==> config.mk <==
export PLATFORM = sky130hd
export DESIGN_NAME = tile_mean_to_ascii_ramp_top
export DESIGN_NICKNAME = d
export VERILOG_FILES = /design/src/design/tmar_pkg.sv /design/src/design/tmar_ram.sv /design/src/design/tmar_front.sv /design/src/design/tmar_fifo.sv /design/src/design/tmar_back.sv /design/src/design/tile_mean_to_ascii_ramp_top.sv
export SDC_FILE = /design/constraint.sdc
export NUM_CORES = 2
export LEC_CHECK = 0
export BUFFER_PORTS_ARGS = -buffer_cell sky130_fd_sc_hd__buf_2
export CAP_MARGIN = 25
export CORE_MARGIN = 3
export CORE_UTILIZATION = 63
export DETAILED_ROUTE_END_ITERATION = 12
export GPL_TIMING_DRIVEN = 1
export PLACE_DENSITY_LB_ADDON = 0.1
export SLEW_MARGIN = 20
export SYNTH_ARGS = -nofsm -noshare
export SYNTH_HDL_FRONTEND = slang
export SYNTH_HIERARCHICAL = 1
export SYNTH_MEMORY_MAX_BITS = 65536
export SYNTH_SLANG_ARGS = --single-unit
==> constraint.sdc <==
create_clock -name i_clk -period 16.2 [get_ports i_clk]
set_input_delay 3.24 -clock i_clk [delete_from_list [all_inputs] [get_ports i_clk]]
set_output_delay 3.24 -clock i_clk [all_outputs]
set_load 0.01 [all_outputs]
==> src/design/tmar_pkg.sv <==
`default_nettype none

package tmar_pkg;

    localparam int PIX_W        = 8;
    localparam int CHAR_W       = 7;
    localparam int SUM_W        = 18;
    localparam int SIDE_W       = 6;
    localparam int TCNT_W       = 9;
    localparam int COL_W        = 5;
    localparam int SLOT_W       = 8;
    localparam int DVS_W        = 11;
    localparam int MEAN_W       = 8;
    localparam int STEP_W       = 3;
    localparam int CFG_IDX_W    = 2;
    localparam int CFG_DATA_W   = 9;

    localparam int TILE_SLOTS   = 256;
    localparam int MAX_SIDE     = 32;
    localparam int MAX_TILES    = 256;
    localparam int MAX_ROWS     = 256;

    localparam int QUEUE_DEPTH  = 4;
    localparam int QPTR_W       = $clog2(QUEUE_DEPTH);
    localparam int QCNT_W       = $clog2(QUEUE_DEPTH + 1);

    localparam logic [SIDE_W-1:0] SIDE_RESET   = 6'd12;
    localparam logic [TCNT_W-1:0] ACROSS_RESET = 9'd100;
    localparam logic [TCNT_W-1:0] DOWN_RESET   = 9'd56;

    localparam logic [CHAR_W-1:0] NEWLINE_CODE = 7'd10;

    localparam logic [CFG_IDX_W-1:0] REG_CELL_SIDE    = 2'd0;
    localparam logic [CFG_IDX_W-1:0] REG_TILES_ACROSS = 2'd1;
    localparam logic [CFG_IDX_W-1:0] REG_TILES_DOWN   = 2'd2;

    typedef struct packed {
        logic [SUM_W-1:0]  sum;
        logic [SIDE_W-1:0] side;
        logic              row_end;
        logic              frame_last;
    } t_tile_word;

    typedef enum logic [2:0] {
        ST_IDLE,
        ST_LOAD,
        ST_SAT,
        ST_DIV,
        ST_CHAR,
        ST_NL
    } t_back_state;

    // ramp index is floor(mean * 9 / 255), found by its thresholds
    function automatic logic [CHAR_W-1:0] ramp_char(input logic [MEAN_W-1:0] mean);
        logic [CHAR_W-1:0] code;
        code = 7'd32;
        if (mean >= 8'd29)  code = 7'd46;
        if (mean >= 8'd57)  code = 7'd58;
        if (mean >= 8'd85)  code = 7'd45;
        if (mean >= 8'd114) code = 7'd61;
        if (mean >= 8'd142) code = 7'd43;
        if (mean >= 8'd170) code = 7'd42;
        if (mean >= 8'd199) code = 7'd35;
        if (mean >= 8'd227) code = 7'd37;
        if (mean == 8'd255) code = 7'd64;
        return code;
    endfunction

endpackage

`default_nettype wire

==> src/design/tmar_ram.sv <==
`default_nettype none

module tmar_ram #(
    parameter int WIDTH = 8,
    parameter int DEPTH = 256,
    localparam int AW = (DEPTH > 1) ? $clog2(DEPTH) : 1
) (
    input  wire logic             i_clk,
    input  wire logic             i_we,
    input  wire logic [AW-1:0]    i_waddr,
    input  wire logic [WIDTH-1:0] i_wdata,
    input  wire logic [AW-1:0]    i_raddr,
    output logic      [WIDTH-1:0] o_rdata
);

    logic [WIDTH-1:0] r_mem [DEPTH];

    always_ff @(posedge i_clk) begin
        if (i_we) begin
            r_mem[i_waddr] <= i_wdata;
        end
        o_rdata <= r_mem[i_raddr];
    end

endmodule

`default_nettype wire

==> src/design/tmar_front.sv <==
`default_nettype none

module tmar_front
    import tmar_pkg::*;
(
    input  wire logic              i_clk,
    input  wire logic              i_rst_n,
    input  wire logic              i_push,
    output logic                   o_full,
    input  wire logic [PIX_W-1:0]  i_pixel,
    input  wire logic [SIDE_W-1:0] i_cell_side,
    input  wire logic [TCNT_W-1:0] i_tiles_across,
    input  wire logic [TCNT_W-1:0] i_tiles_down,
    input  wire logic [QCNT_W-1:0] i_q_count,
    output logic                   o_q_push,
    output t_tile_word             o_q_word
);

    logic [COL_W-1:0]  r_col;
    logic [SLOT_W-1:0] r_tcol;
    logic [COL_W-1:0]  r_row;
    logic [SLOT_W-1:0] r_trow;

    logic              r_s1_valid;
    logic [PIX_W-1:0]  r_s1_pix;
    logic [SLOT_W-1:0] r_s1_slot;
    logic              r_s1_first;
    logic              r_s1_tile_end;
    logic              r_s1_row_end;
    logic              r_s1_frame_last;
    logic [SIDE_W-1:0] r_s1_side;
    logic              r_s1_fwd;
    logic [SUM_W-1:0]  r_s1_fwd_sum;

    logic [SIDE_W-1:0] side_eff;
    logic [TCNT_W-1:0] across_eff;
    logic [TCNT_W-1:0] down_eff;
    logic              accept;
    logic              col_end;
    logic              row_end;
    logic              tile_last_row;
    logic              frame_last_row;
    logic [SUM_W-1:0]  rdata;
    logic [SUM_W-1:0]  base;
    logic [SUM_W:0]    sum_wide;
    logic [SUM_W-1:0]  sum;

    always_comb begin
        if (i_cell_side == '0) begin
            side_eff = SIDE_W'(1);
        end else if (i_cell_side > SIDE_W'(MAX_SIDE)) begin
            side_eff = SIDE_W'(MAX_SIDE);
        end else begin
            side_eff = i_cell_side;
        end
        if (i_tiles_across == '0) begin
            across_eff = TCNT_W'(1);
        end else if (i_tiles_across > TCNT_W'(MAX_TILES)) begin
            across_eff = TCNT_W'(MAX_TILES);
        end else begin
            across_eff = i_tiles_across;
        end
        if (i_tiles_down == '0) begin
            down_eff = TCNT_W'(1);
        end else if (i_tiles_down > TCNT_W'(MAX_ROWS)) begin
            down_eff = TCNT_W'(MAX_ROWS);
        end else begin
            down_eff = i_tiles_down;
        end
    end

    // room for the word in flight and the one taken now
    assign o_full = i_q_count > QCNT_W'(QUEUE_DEPTH - 2);
    assign accept = i_push && !o_full;

    assign col_end        = (SIDE_W'(r_col) + SIDE_W'(1)) >= side_eff;
    assign row_end        = col_end && ((TCNT_W'(r_tcol) + TCNT_W'(1)) >= across_eff);
    assign tile_last_row  = (SIDE_W'(r_row) + SIDE_W'(1)) >= side_eff;
    assign frame_last_row = (TCNT_W'(r_trow) + TCNT_W'(1)) >= down_eff;

    always_ff @(posedge i_clk) begin
        if (!i_rst_n) begin
            r_col      <= '0;
            r_tcol     <= '0;
            r_row      <= '0;
            r_trow     <= '0;
            r_s1_valid <= 1'b0;
        end else begin
            r_s1_valid <= accept;
            if (accept) begin
                if (!col_end) begin
                    r_col <= r_col + COL_W'(1);
                end else begin
                    r_col <= '0;
                    if (!row_end) begin
                        r_tcol <= r_tcol + SLOT_W'(1);
                    end else begin
                        r_tcol <= '0;
                        if (!tile_last_row) begin
                            r_row <= r_row + COL_W'(1);
                        end else begin
                            r_row  <= '0;
                            r_trow <= frame_last_row ? '0 : r_trow + SLOT_W'(1);
                        end
                    end
                end
            end
        end
    end

    always_ff @(posedge i_clk) begin
        if (accept) begin
            r_s1_pix        <= i_pixel;
            r_s1_slot       <= r_tcol;
            r_s1_first      <= (r_row == '0);
            r_s1_tile_end   <= col_end && tile_last_row;
            r_s1_row_end    <= row_end;
            r_s1_frame_last <= frame_last_row;
            r_s1_side       <= side_eff;
            // a write in this cycle is not yet seen by the read
            r_s1_fwd        <= r_s1_valid && (r_s1_slot == r_tcol);
            r_s1_fwd_sum    <= sum;
        end
    end

    tmar_ram #(
        .WIDTH (SUM_W),
        .DEPTH (TILE_SLOTS)
    ) u_sums (
        .i_clk   (i_clk),
        .i_we    (r_s1_valid),
        .i_waddr (r_s1_slot),
        .i_wdata (sum),
        .i_raddr (r_tcol),
        .o_rdata (rdata)
    );

    always_comb begin
        if (r_s1_first) begin
            base = '0;
        end else if (r_s1_fwd) begin
            base = r_s1_fwd_sum;
        end else begin
            base = rdata;
        end
        sum_wide = {1'b0, base} + (SUM_W + 1)'(r_s1_pix);
        sum      = sum_wide[SUM_W] ? '1 : sum_wide[SUM_W-1:0];
    end

    assign o_q_push            = r_s1_valid && r_s1_tile_end;
    assign o_q_word.sum        = sum;
    assign o_q_word.side       = r_s1_side;
    assign o_q_word.row_end    = r_s1_row_end;
    assign o_q_word.frame_last = r_s1_frame_last;

endmodule

`default_nettype wire

==> src/design/tmar_fifo.sv <==
`default_nettype none

module tmar_fifo
    import tmar_pkg::*;
(
    input  wire logic              i_clk,
    input  wire logic              i_rst_n,
    input  wire logic              i_push,
    input  wire t_tile_word        i_word,
    input  wire logic              i_pop,
    output logic                   o_empty,
    output t_tile_word             o_word,
    output logic [QCNT_W-1:0]      o_count
);

    t_tile_word        r_mem [QUEUE_DEPTH];
    logic [QPTR_W-1:0] r_wr_ptr;
    logic [QPTR_W-1:0] r_rd_ptr;
    logic [QCNT_W-1:0] r_count;
    logic              do_pop;

    assign o_empty = (r_count == '0);
    assign do_pop  = i_pop && !o_empty;
    assign o_word  = r_mem[r_rd_ptr];
    assign o_count = r_count;

    always_ff @(posedge i_clk) begin
        if (!i_rst_n) begin
            r_wr_ptr <= '0;
            r_rd_ptr <= '0;
            r_count  <= '0;
        end else begin
            if (i_push) begin
                r_wr_ptr <= r_wr_ptr + QPTR_W'(1);
            end
            if (do_pop) begin
                r_rd_ptr <= r_rd_ptr + QPTR_W'(1);
            end
            if (i_push && !do_pop) begin
                r_count <= r_count + QCNT_W'(1);
            end else if (do_pop && !i_push) begin
                r_count <= r_count - QCNT_W'(1);
            end
        end
    end

    always_ff @(posedge i_clk) begin
        if (i_push) begin
            r_mem[r_wr_ptr] <= i_word;
        end
    end

endmodule

`default_nettype wire

==> src/design/tmar_back.sv <==
`default_nettype none

module tmar_back
    import tmar_pkg::*;
(
    input  wire logic              i_clk,
    input  wire logic              i_rst_n,
    input  wire logic              i_q_empty,
    input  wire t_tile_word        i_q_word,
    output logic                   o_q_pop,
    output logic                   o_empty,
    input  wire logic              i_pop,
    output logic [CHAR_W-1:0]      o_char_code,
    output logic                   o_run_last,
    output logic                   o_frame_done
);

    t_back_state       r_state;
    t_back_state       n_state;

    logic [SUM_W-1:0]  r_rem;
    logic [SIDE_W-1:0] r_side;
    logic [DVS_W-1:0]  r_dvs;
    logic              r_row_end;
    logic              r_frame_last;
    logic [MEAN_W-1:0] r_q;
    logic [STEP_W-1:0] r_step;

    logic              r_out_valid;
    logic [CHAR_W-1:0] r_out_char;
    logic              r_out_last;
    logic              r_out_frame;

    logic              slot_free;
    logic              sat;
    logic [SUM_W:0]    shf;
    logic              ge;
    logic              out_load;
    logic [CHAR_W-1:0] out_char;
    logic              out_last;
    logic              out_frame;

    assign slot_free = !r_out_valid || i_pop;
    assign sat       = (SUM_W + 1)'(r_rem) >= ((SUM_W + 1)'(r_dvs) << MEAN_W);
    assign shf       = (SUM_W + 1)'(r_dvs) << r_step;
    assign ge        = (SUM_W + 1)'(r_rem) >= shf;

    always_comb begin
        n_state = r_state;
        unique case (r_state)
            ST_IDLE: begin
                if (!i_q_empty) n_state = ST_LOAD;
            end
            ST_LOAD: n_state = ST_SAT;
            ST_SAT:  n_state = sat ? ST_CHAR : ST_DIV;
            ST_DIV: begin
                if (r_step == '0) n_state = ST_CHAR;
            end
            ST_CHAR: begin
                if (slot_free) n_state = r_row_end ? ST_NL : ST_IDLE;
            end
            ST_NL: begin
                if (slot_free) n_state = ST_IDLE;
            end
            default: n_state = ST_IDLE;
        endcase
    end

    always_comb begin
        o_q_pop   = 1'b0;
        out_load  = 1'b0;
        out_char  = ramp_char(r_q);
        out_last  = !r_row_end;
        out_frame = 1'b0;
        unique case (r_state)
            ST_IDLE: o_q_pop = !i_q_empty;
            ST_CHAR: out_load = slot_free;
            ST_NL: begin
                out_load  = slot_free;
                out_char  = NEWLINE_CODE;
                out_last  = 1'b1;
                out_frame = r_frame_last;
            end
            default: begin
                out_load = 1'b0;
            end
        endcase
    end

    always_ff @(posedge i_clk) begin
        if (!i_rst_n) begin
            r_state     <= ST_IDLE;
            r_out_valid <= 1'b0;
        end else begin
            r_state <= n_state;
            if (out_load) begin
                r_out_valid <= 1'b1;
            end else if (i_pop) begin
                r_out_valid <= 1'b0;
            end
        end
    end

    always_ff @(posedge i_clk) begin
        if (o_q_pop) begin
            r_rem        <= i_q_word.sum;
            r_side       <= i_q_word.side;
            r_row_end    <= i_q_word.row_end;
            r_frame_last <= i_q_word.frame_last;
        end
        if (r_state == ST_LOAD) begin
            r_dvs <= DVS_W'(r_side) * DVS_W'(r_side);
        end
        if (r_state == ST_SAT) begin
            r_q    <= sat ? '1 : '0;
            r_step <= STEP_W'(MEAN_W - 1);
        end
        if (r_state == ST_DIV) begin
            if (ge) begin
                r_rem       <= r_rem - shf[SUM_W-1:0];
                r_q[r_step] <= 1'b1;
            end
            r_step <= r_step - STEP_W'(1);
        end
        if (out_load) begin
            r_out_char  <= out_char;
            r_out_last  <= out_last;
            r_out_frame <= out_frame;
        end
    end

    assign o_empty      = !r_out_valid;
    assign o_char_code  = r_out_char;
    assign o_run_last   = r_out_last;
    assign o_frame_done = r_out_frame;

endmodule

`default_nettype wire

==> src/design/tile_mean_to_ascii_ramp_top.sv <==
// Tile mean to ASCII ramp converter.
// Pixel channel: gray pixels in raster order, one word per push while full is low.
// Result channel: character words, oldest on the ports while empty is low, taken by pop.
// A tile's last pixel gives its ramp character; the last tile of a row also gives a
// newline (code 10), with frame_done set on the newline ending the frame.
// Config channel: cfg_valid/cfg_ready with index 0 cell_side, 1 tiles_across,
// 2 tiles_down; cfg_ready is always high, other indexes are ignored.
// Pixels are taken one per cycle while full is low: a read-modify-write of the column sum memory.
// Each finished tile goes through a 4-deep queue to the divide unit, which squares the
// side, skips the divide when the mean saturates and else finds the mean bit by bit.
// The divide loop sets the rate: with small tiles full rises until the queue drains.
// When the receiver stalls, results hold on the ports, the divide unit waits, and
// the queue then stops pixel intake through full.
// Reset clears counters, queue and result register and loads the register defaults
// 12, 100 and 56; the sum memory needs no clearing.
`default_nettype none

module tile_mean_to_ascii_ramp_top
    import tmar_pkg::*;
(
    input  wire logic                  i_clk,
    input  wire logic                  i_rst_n,
    input  wire logic                  push,
    output logic                       full,
    input  wire logic [PIX_W-1:0]      i_gray_pixel,
    output logic                       empty,
    input  wire logic                  pop,
    output logic [CHAR_W-1:0]          o_char_code,
    output logic                       o_run_last,
    output logic                       o_frame_done,
    input  wire logic                  cfg_valid,
    output logic                       cfg_ready,
    input  wire logic [CFG_IDX_W-1:0]  i_cfg_index,
    input  wire logic [CFG_DATA_W-1:0] i_cfg_data
);

    logic [SIDE_W-1:0] r_cell_side;
    logic [TCNT_W-1:0] r_tiles_across;
    logic [TCNT_W-1:0] r_tiles_down;

    logic              q_push;
    t_tile_word        q_in;
    logic              q_pop;
    logic              q_empty;
    t_tile_word        q_out;
    logic [QCNT_W-1:0] q_count;

    assign cfg_ready = 1'b1;

    always_ff @(posedge i_clk) begin
        if (!i_rst_n) begin
            r_cell_side    <= SIDE_RESET;
            r_tiles_across <= ACROSS_RESET;
            r_tiles_down   <= DOWN_RESET;
        end else if (cfg_valid && cfg_ready) begin
            unique case (i_cfg_index)
                REG_CELL_SIDE:    r_cell_side    <= i_cfg_data[SIDE_W-1:0];
                REG_TILES_ACROSS: r_tiles_across <= i_cfg_data;
                REG_TILES_DOWN:   r_tiles_down   <= i_cfg_data;
                default: begin
                    r_cell_side <= r_cell_side;
                end
            endcase
        end
    end

    tmar_front u_front (
        .i_clk          (i_clk),
        .i_rst_n        (i_rst_n),
        .i_push         (push),
        .o_full         (full),
        .i_pixel        (i_gray_pixel),
        .i_cell_side    (r_cell_side),
        .i_tiles_across (r_tiles_across),
        .i_tiles_down   (r_tiles_down),
        .i_q_count      (q_count),
        .o_q_push       (q_push),
        .o_q_word       (q_in)
    );

    tmar_fifo u_queue (
        .i_clk   (i_clk),
        .i_rst_n (i_rst_n),
        .i_push  (q_push),
        .i_word  (q_in),
        .i_pop   (q_pop),
        .o_empty (q_empty),
        .o_word  (q_out),
        .o_count (q_count)
    );

    tmar_back u_back (
        .i_clk        (i_clk),
        .i_rst_n      (i_rst_n),
        .i_q_empty    (q_empty),
        .i_q_word     (q_out),
        .o_q_pop      (q_pop),
        .o_empty      (empty),
        .i_pop        (pop),
        .o_char_code  (o_char_code),
        .o_run_last   (o_run_last),
        .o_frame_done (o_frame_done)
    );

endmodule

`default_nettype wire
==> out/summary.txt <==
status: finished clean
most common cell after layout, fill and taps aside: edfxtp_1
max cap viols: 0
Die Footprint: 0.313 mm2
io pins: 36
PD cells: 125 mW/mm2
peak supply drop: 0.113 mV
Mapped Cells: 9603
Fin Setup TNS: 0 ns
Post-Synthesis Net Count: 9728
R2R depth: 11
I/O Buffers: 34
P&R area growth vs syn: 11.3%
Worst-path clk slew: 0.06 ns
most frequent cells in the layout: 4787 x edfxtp_1, 884 x mux4_2, 881 x mux2i_1, 479 x clkbuf_16, 398 x buf_4
worst-path maximum fanout: 52
setup ws final: 9.48 ns
remaining global-route overflow: 0
Final Hold Fails: 0
ANT nets after route: 0
global-route wire length before repair: 727000 um
Syn Area/Cell: 20.1 um2
Worst Path Required: 17.01 ns
Worst EP arrival: 7.53 ns
Total Routing Usage GR: 32.4%
hold path depth: 2
CTS tree: built
Residual DRC: 0
first drt pass iteration count: 8
Netlist cell types: 95
worst slew pin tran: 1.25 ns
Vias: 101000
Final min period: 6.72 ns
synth warn: 6
final hold slack: 0.474 ns
worst relative slew slack: 16.7%
Async SR Flop Fraction: 0%
FP Rows: 202
post-CTS setup buffer count: 0
CP Launch Type: flop
H-tree Lvls: 5
Die Wd: 560 um
Layout Nets: 10100
final core utilization: 70.8%
Synth Flop Type: edfxtp_1
count of final setup violators: 0
number of buffers created by CTS: 475
CTS sink count: 4895
Clock Root Buffer: clkbuf_16
Iter 0 DRT Violations: 14200
synthesized cell area: 0.193 mm2
largest net degree at the start of global routing: 190
register bit count reported by yosys: 4895
fraction of layout cells with a size suffix above 1: 22.3%
max frequency: 0.149 GHz
vias in the first global route: 99300
Clock Path Buffers: 4
Worst Hold Class: flop to flop
CTS Hold Buffers Added: 0
initial antenna violation count: 18
Routed WL: 507000 um
Starting Density: 63.6%
total leakage power: 64.0 nW
final RePlAce weighted congestion: 0.908
final worst path period share: 41.5%
Core Region: 0.304 mm2
fin. max-slew vios: 0
WL per Instance: 35.0 um
Seq/Total Area, Yosys: 75.6%
CP endpoint kind: flop
Clk Latency, worst-skew pair: 0.99 ns
Worst Skew: 0.0686 ns
Crit Path Class: flop to flop
HPWL after detailed placement: 297000 um
dpl ws: 9.63 ns
vias per cell: 7.00
die extent in y: 560 um
EDFF count, synth: 4787
cts repair resizes: 0
RSZ-0062 raised after global routing: false
-- area by class of cell --
| type | count | area (um2) |
|---|---|---|
| clock buffer | 588 | 12500 |
| fill | 18300 | 88900 |
| tap | 4080 | 5100 |
| clock inverter | 288 | 2690 |
| multi-input combinational | 4081 | 44500 |
| antenna | 11 | 27.5 |
| timing repair buffer | 476 | 3900 |
| sequential | 4895 | 146000 |
| inverter | 76 | 299 |
-- registers in the layout (all words and copies together) (netlist names), 2 cells and up, named ones only --
register,flops
u_front/u_sums/r_mem,4608
u_queue/r_mem,104
u_back/r_rem,18
u_front/r_s1_fwd_sum,18
u_front/u_sums/o_rdata,18
u_back/r_dvs,10
r_tiles_across,9
r_tiles_down,9
u_back/r_q,8
u_front/r_s1_pix,8
u_front/r_s1_slot,8
u_front/r_tcol,8
u_front/r_trow,8
u_back/o_char_code,7
r_cell_side,6
u_back/r_side,6
u_front/r_s1_side,6
u_front/r_col,5
u_front/r_row,5
u_back/r_state,3
u_back/r_step,3
u_queue/o_count,3
u_queue/r_rd_ptr,2
u_queue/r_wr_ptr,2
-- cell families after synthesis --
group | share of synthesized area (%)
DFF | 75.6
AOI/OAI and AO/OA | 4.00
muxes | 15.0
and+or+nand+nor | 2.55
other | 0.00194
xor gates and xnor gates | 0.299
adders and majority gates | 0.697
buffers and inverters | 1.90
-- cell usage after synthesis (all sizes together) (59+ instances only) --
| library cell | count | area (um2) |
|---|---|---|
| a21oi | 263 | 1330 |
| mux4 | 890 | 20100 |
| nor2 | 358 | 1350 |
| nor3 | 173 | 866 |
| clkbuf | 257 | 967 |
| mux2i | 881 | 8820 |
| buf | 294 | 2410 |
| o22ai | 244 | 1530 |
| ha | 90 | 1130 |
| edfxtp | 4787 | 144000 |
| nand2 | 235 | 885 |
| o21ai | 59 | 295 |
| dfxtp | 108 | 2160 |
| inv | 70 | 263 |
| o221ai | 318 | 2790 |
-- final timing paths --
check | end | start | slack, ns
setup reg to reg | u_front/u_sums/o_rdata[6] | u_front/r_tcol[1] | 9.48
hold / removal | r_cell_side[0] | r_cell_side[0] | 0.47
setup / recovery | u_front/u_sums/o_rdata[6] | u_front/r_tcol[1] | 9.48
hold reg to reg | r_cell_side[0] | r_cell_side[0] | 0.47
-- where the power goes --
group          leakage, nW  switching [mW]  internal [mW]  total [mW]
Clock                 7.41            4.65           6.07        10.7
Sequential            42.7           0.138           14.2        14.3
Combinational         13.9            1.23          0.693        1.92
-- per-stage QoR --
stage,std cells,power (mW),instance area [um2]
5_1_grt,14500,27.8,215000
4_1_cts,14500,27.0,215000
6_report,14500,26.9,215000
3_3_place_gp,13600,16.4,199000
3_5_place_dp,13600,16.5,199000
2_1_floorplan,9603,16.0,193000
-- critical path: stages, from the launching register on --
cell     delay (ns)
dfxtp_4        0.78
buf_4          0.60
buf_4          0.78
buf_4          0.75
buf_4          0.69
buf_4          0.67
mux4_2         0.40
mux2i_1        0.18
o22ai_1        0.19
nor3_1         0.79
a22o_1         0.44
nor4_2         0.09
-- per-layer routing --
metal | share of wire, % | wire length [um] | track usage (%)
met5 | 0.0047 | 24 | 0
met4 | 4.8 | 24400 | 13.2
met3 | 12 | 58900 | 7.03
met2 | 46 | 234000 | 48.7
met1 | 38 | 190000 | 47.0
Note: power is estimated with default switching activity, not from simulation.
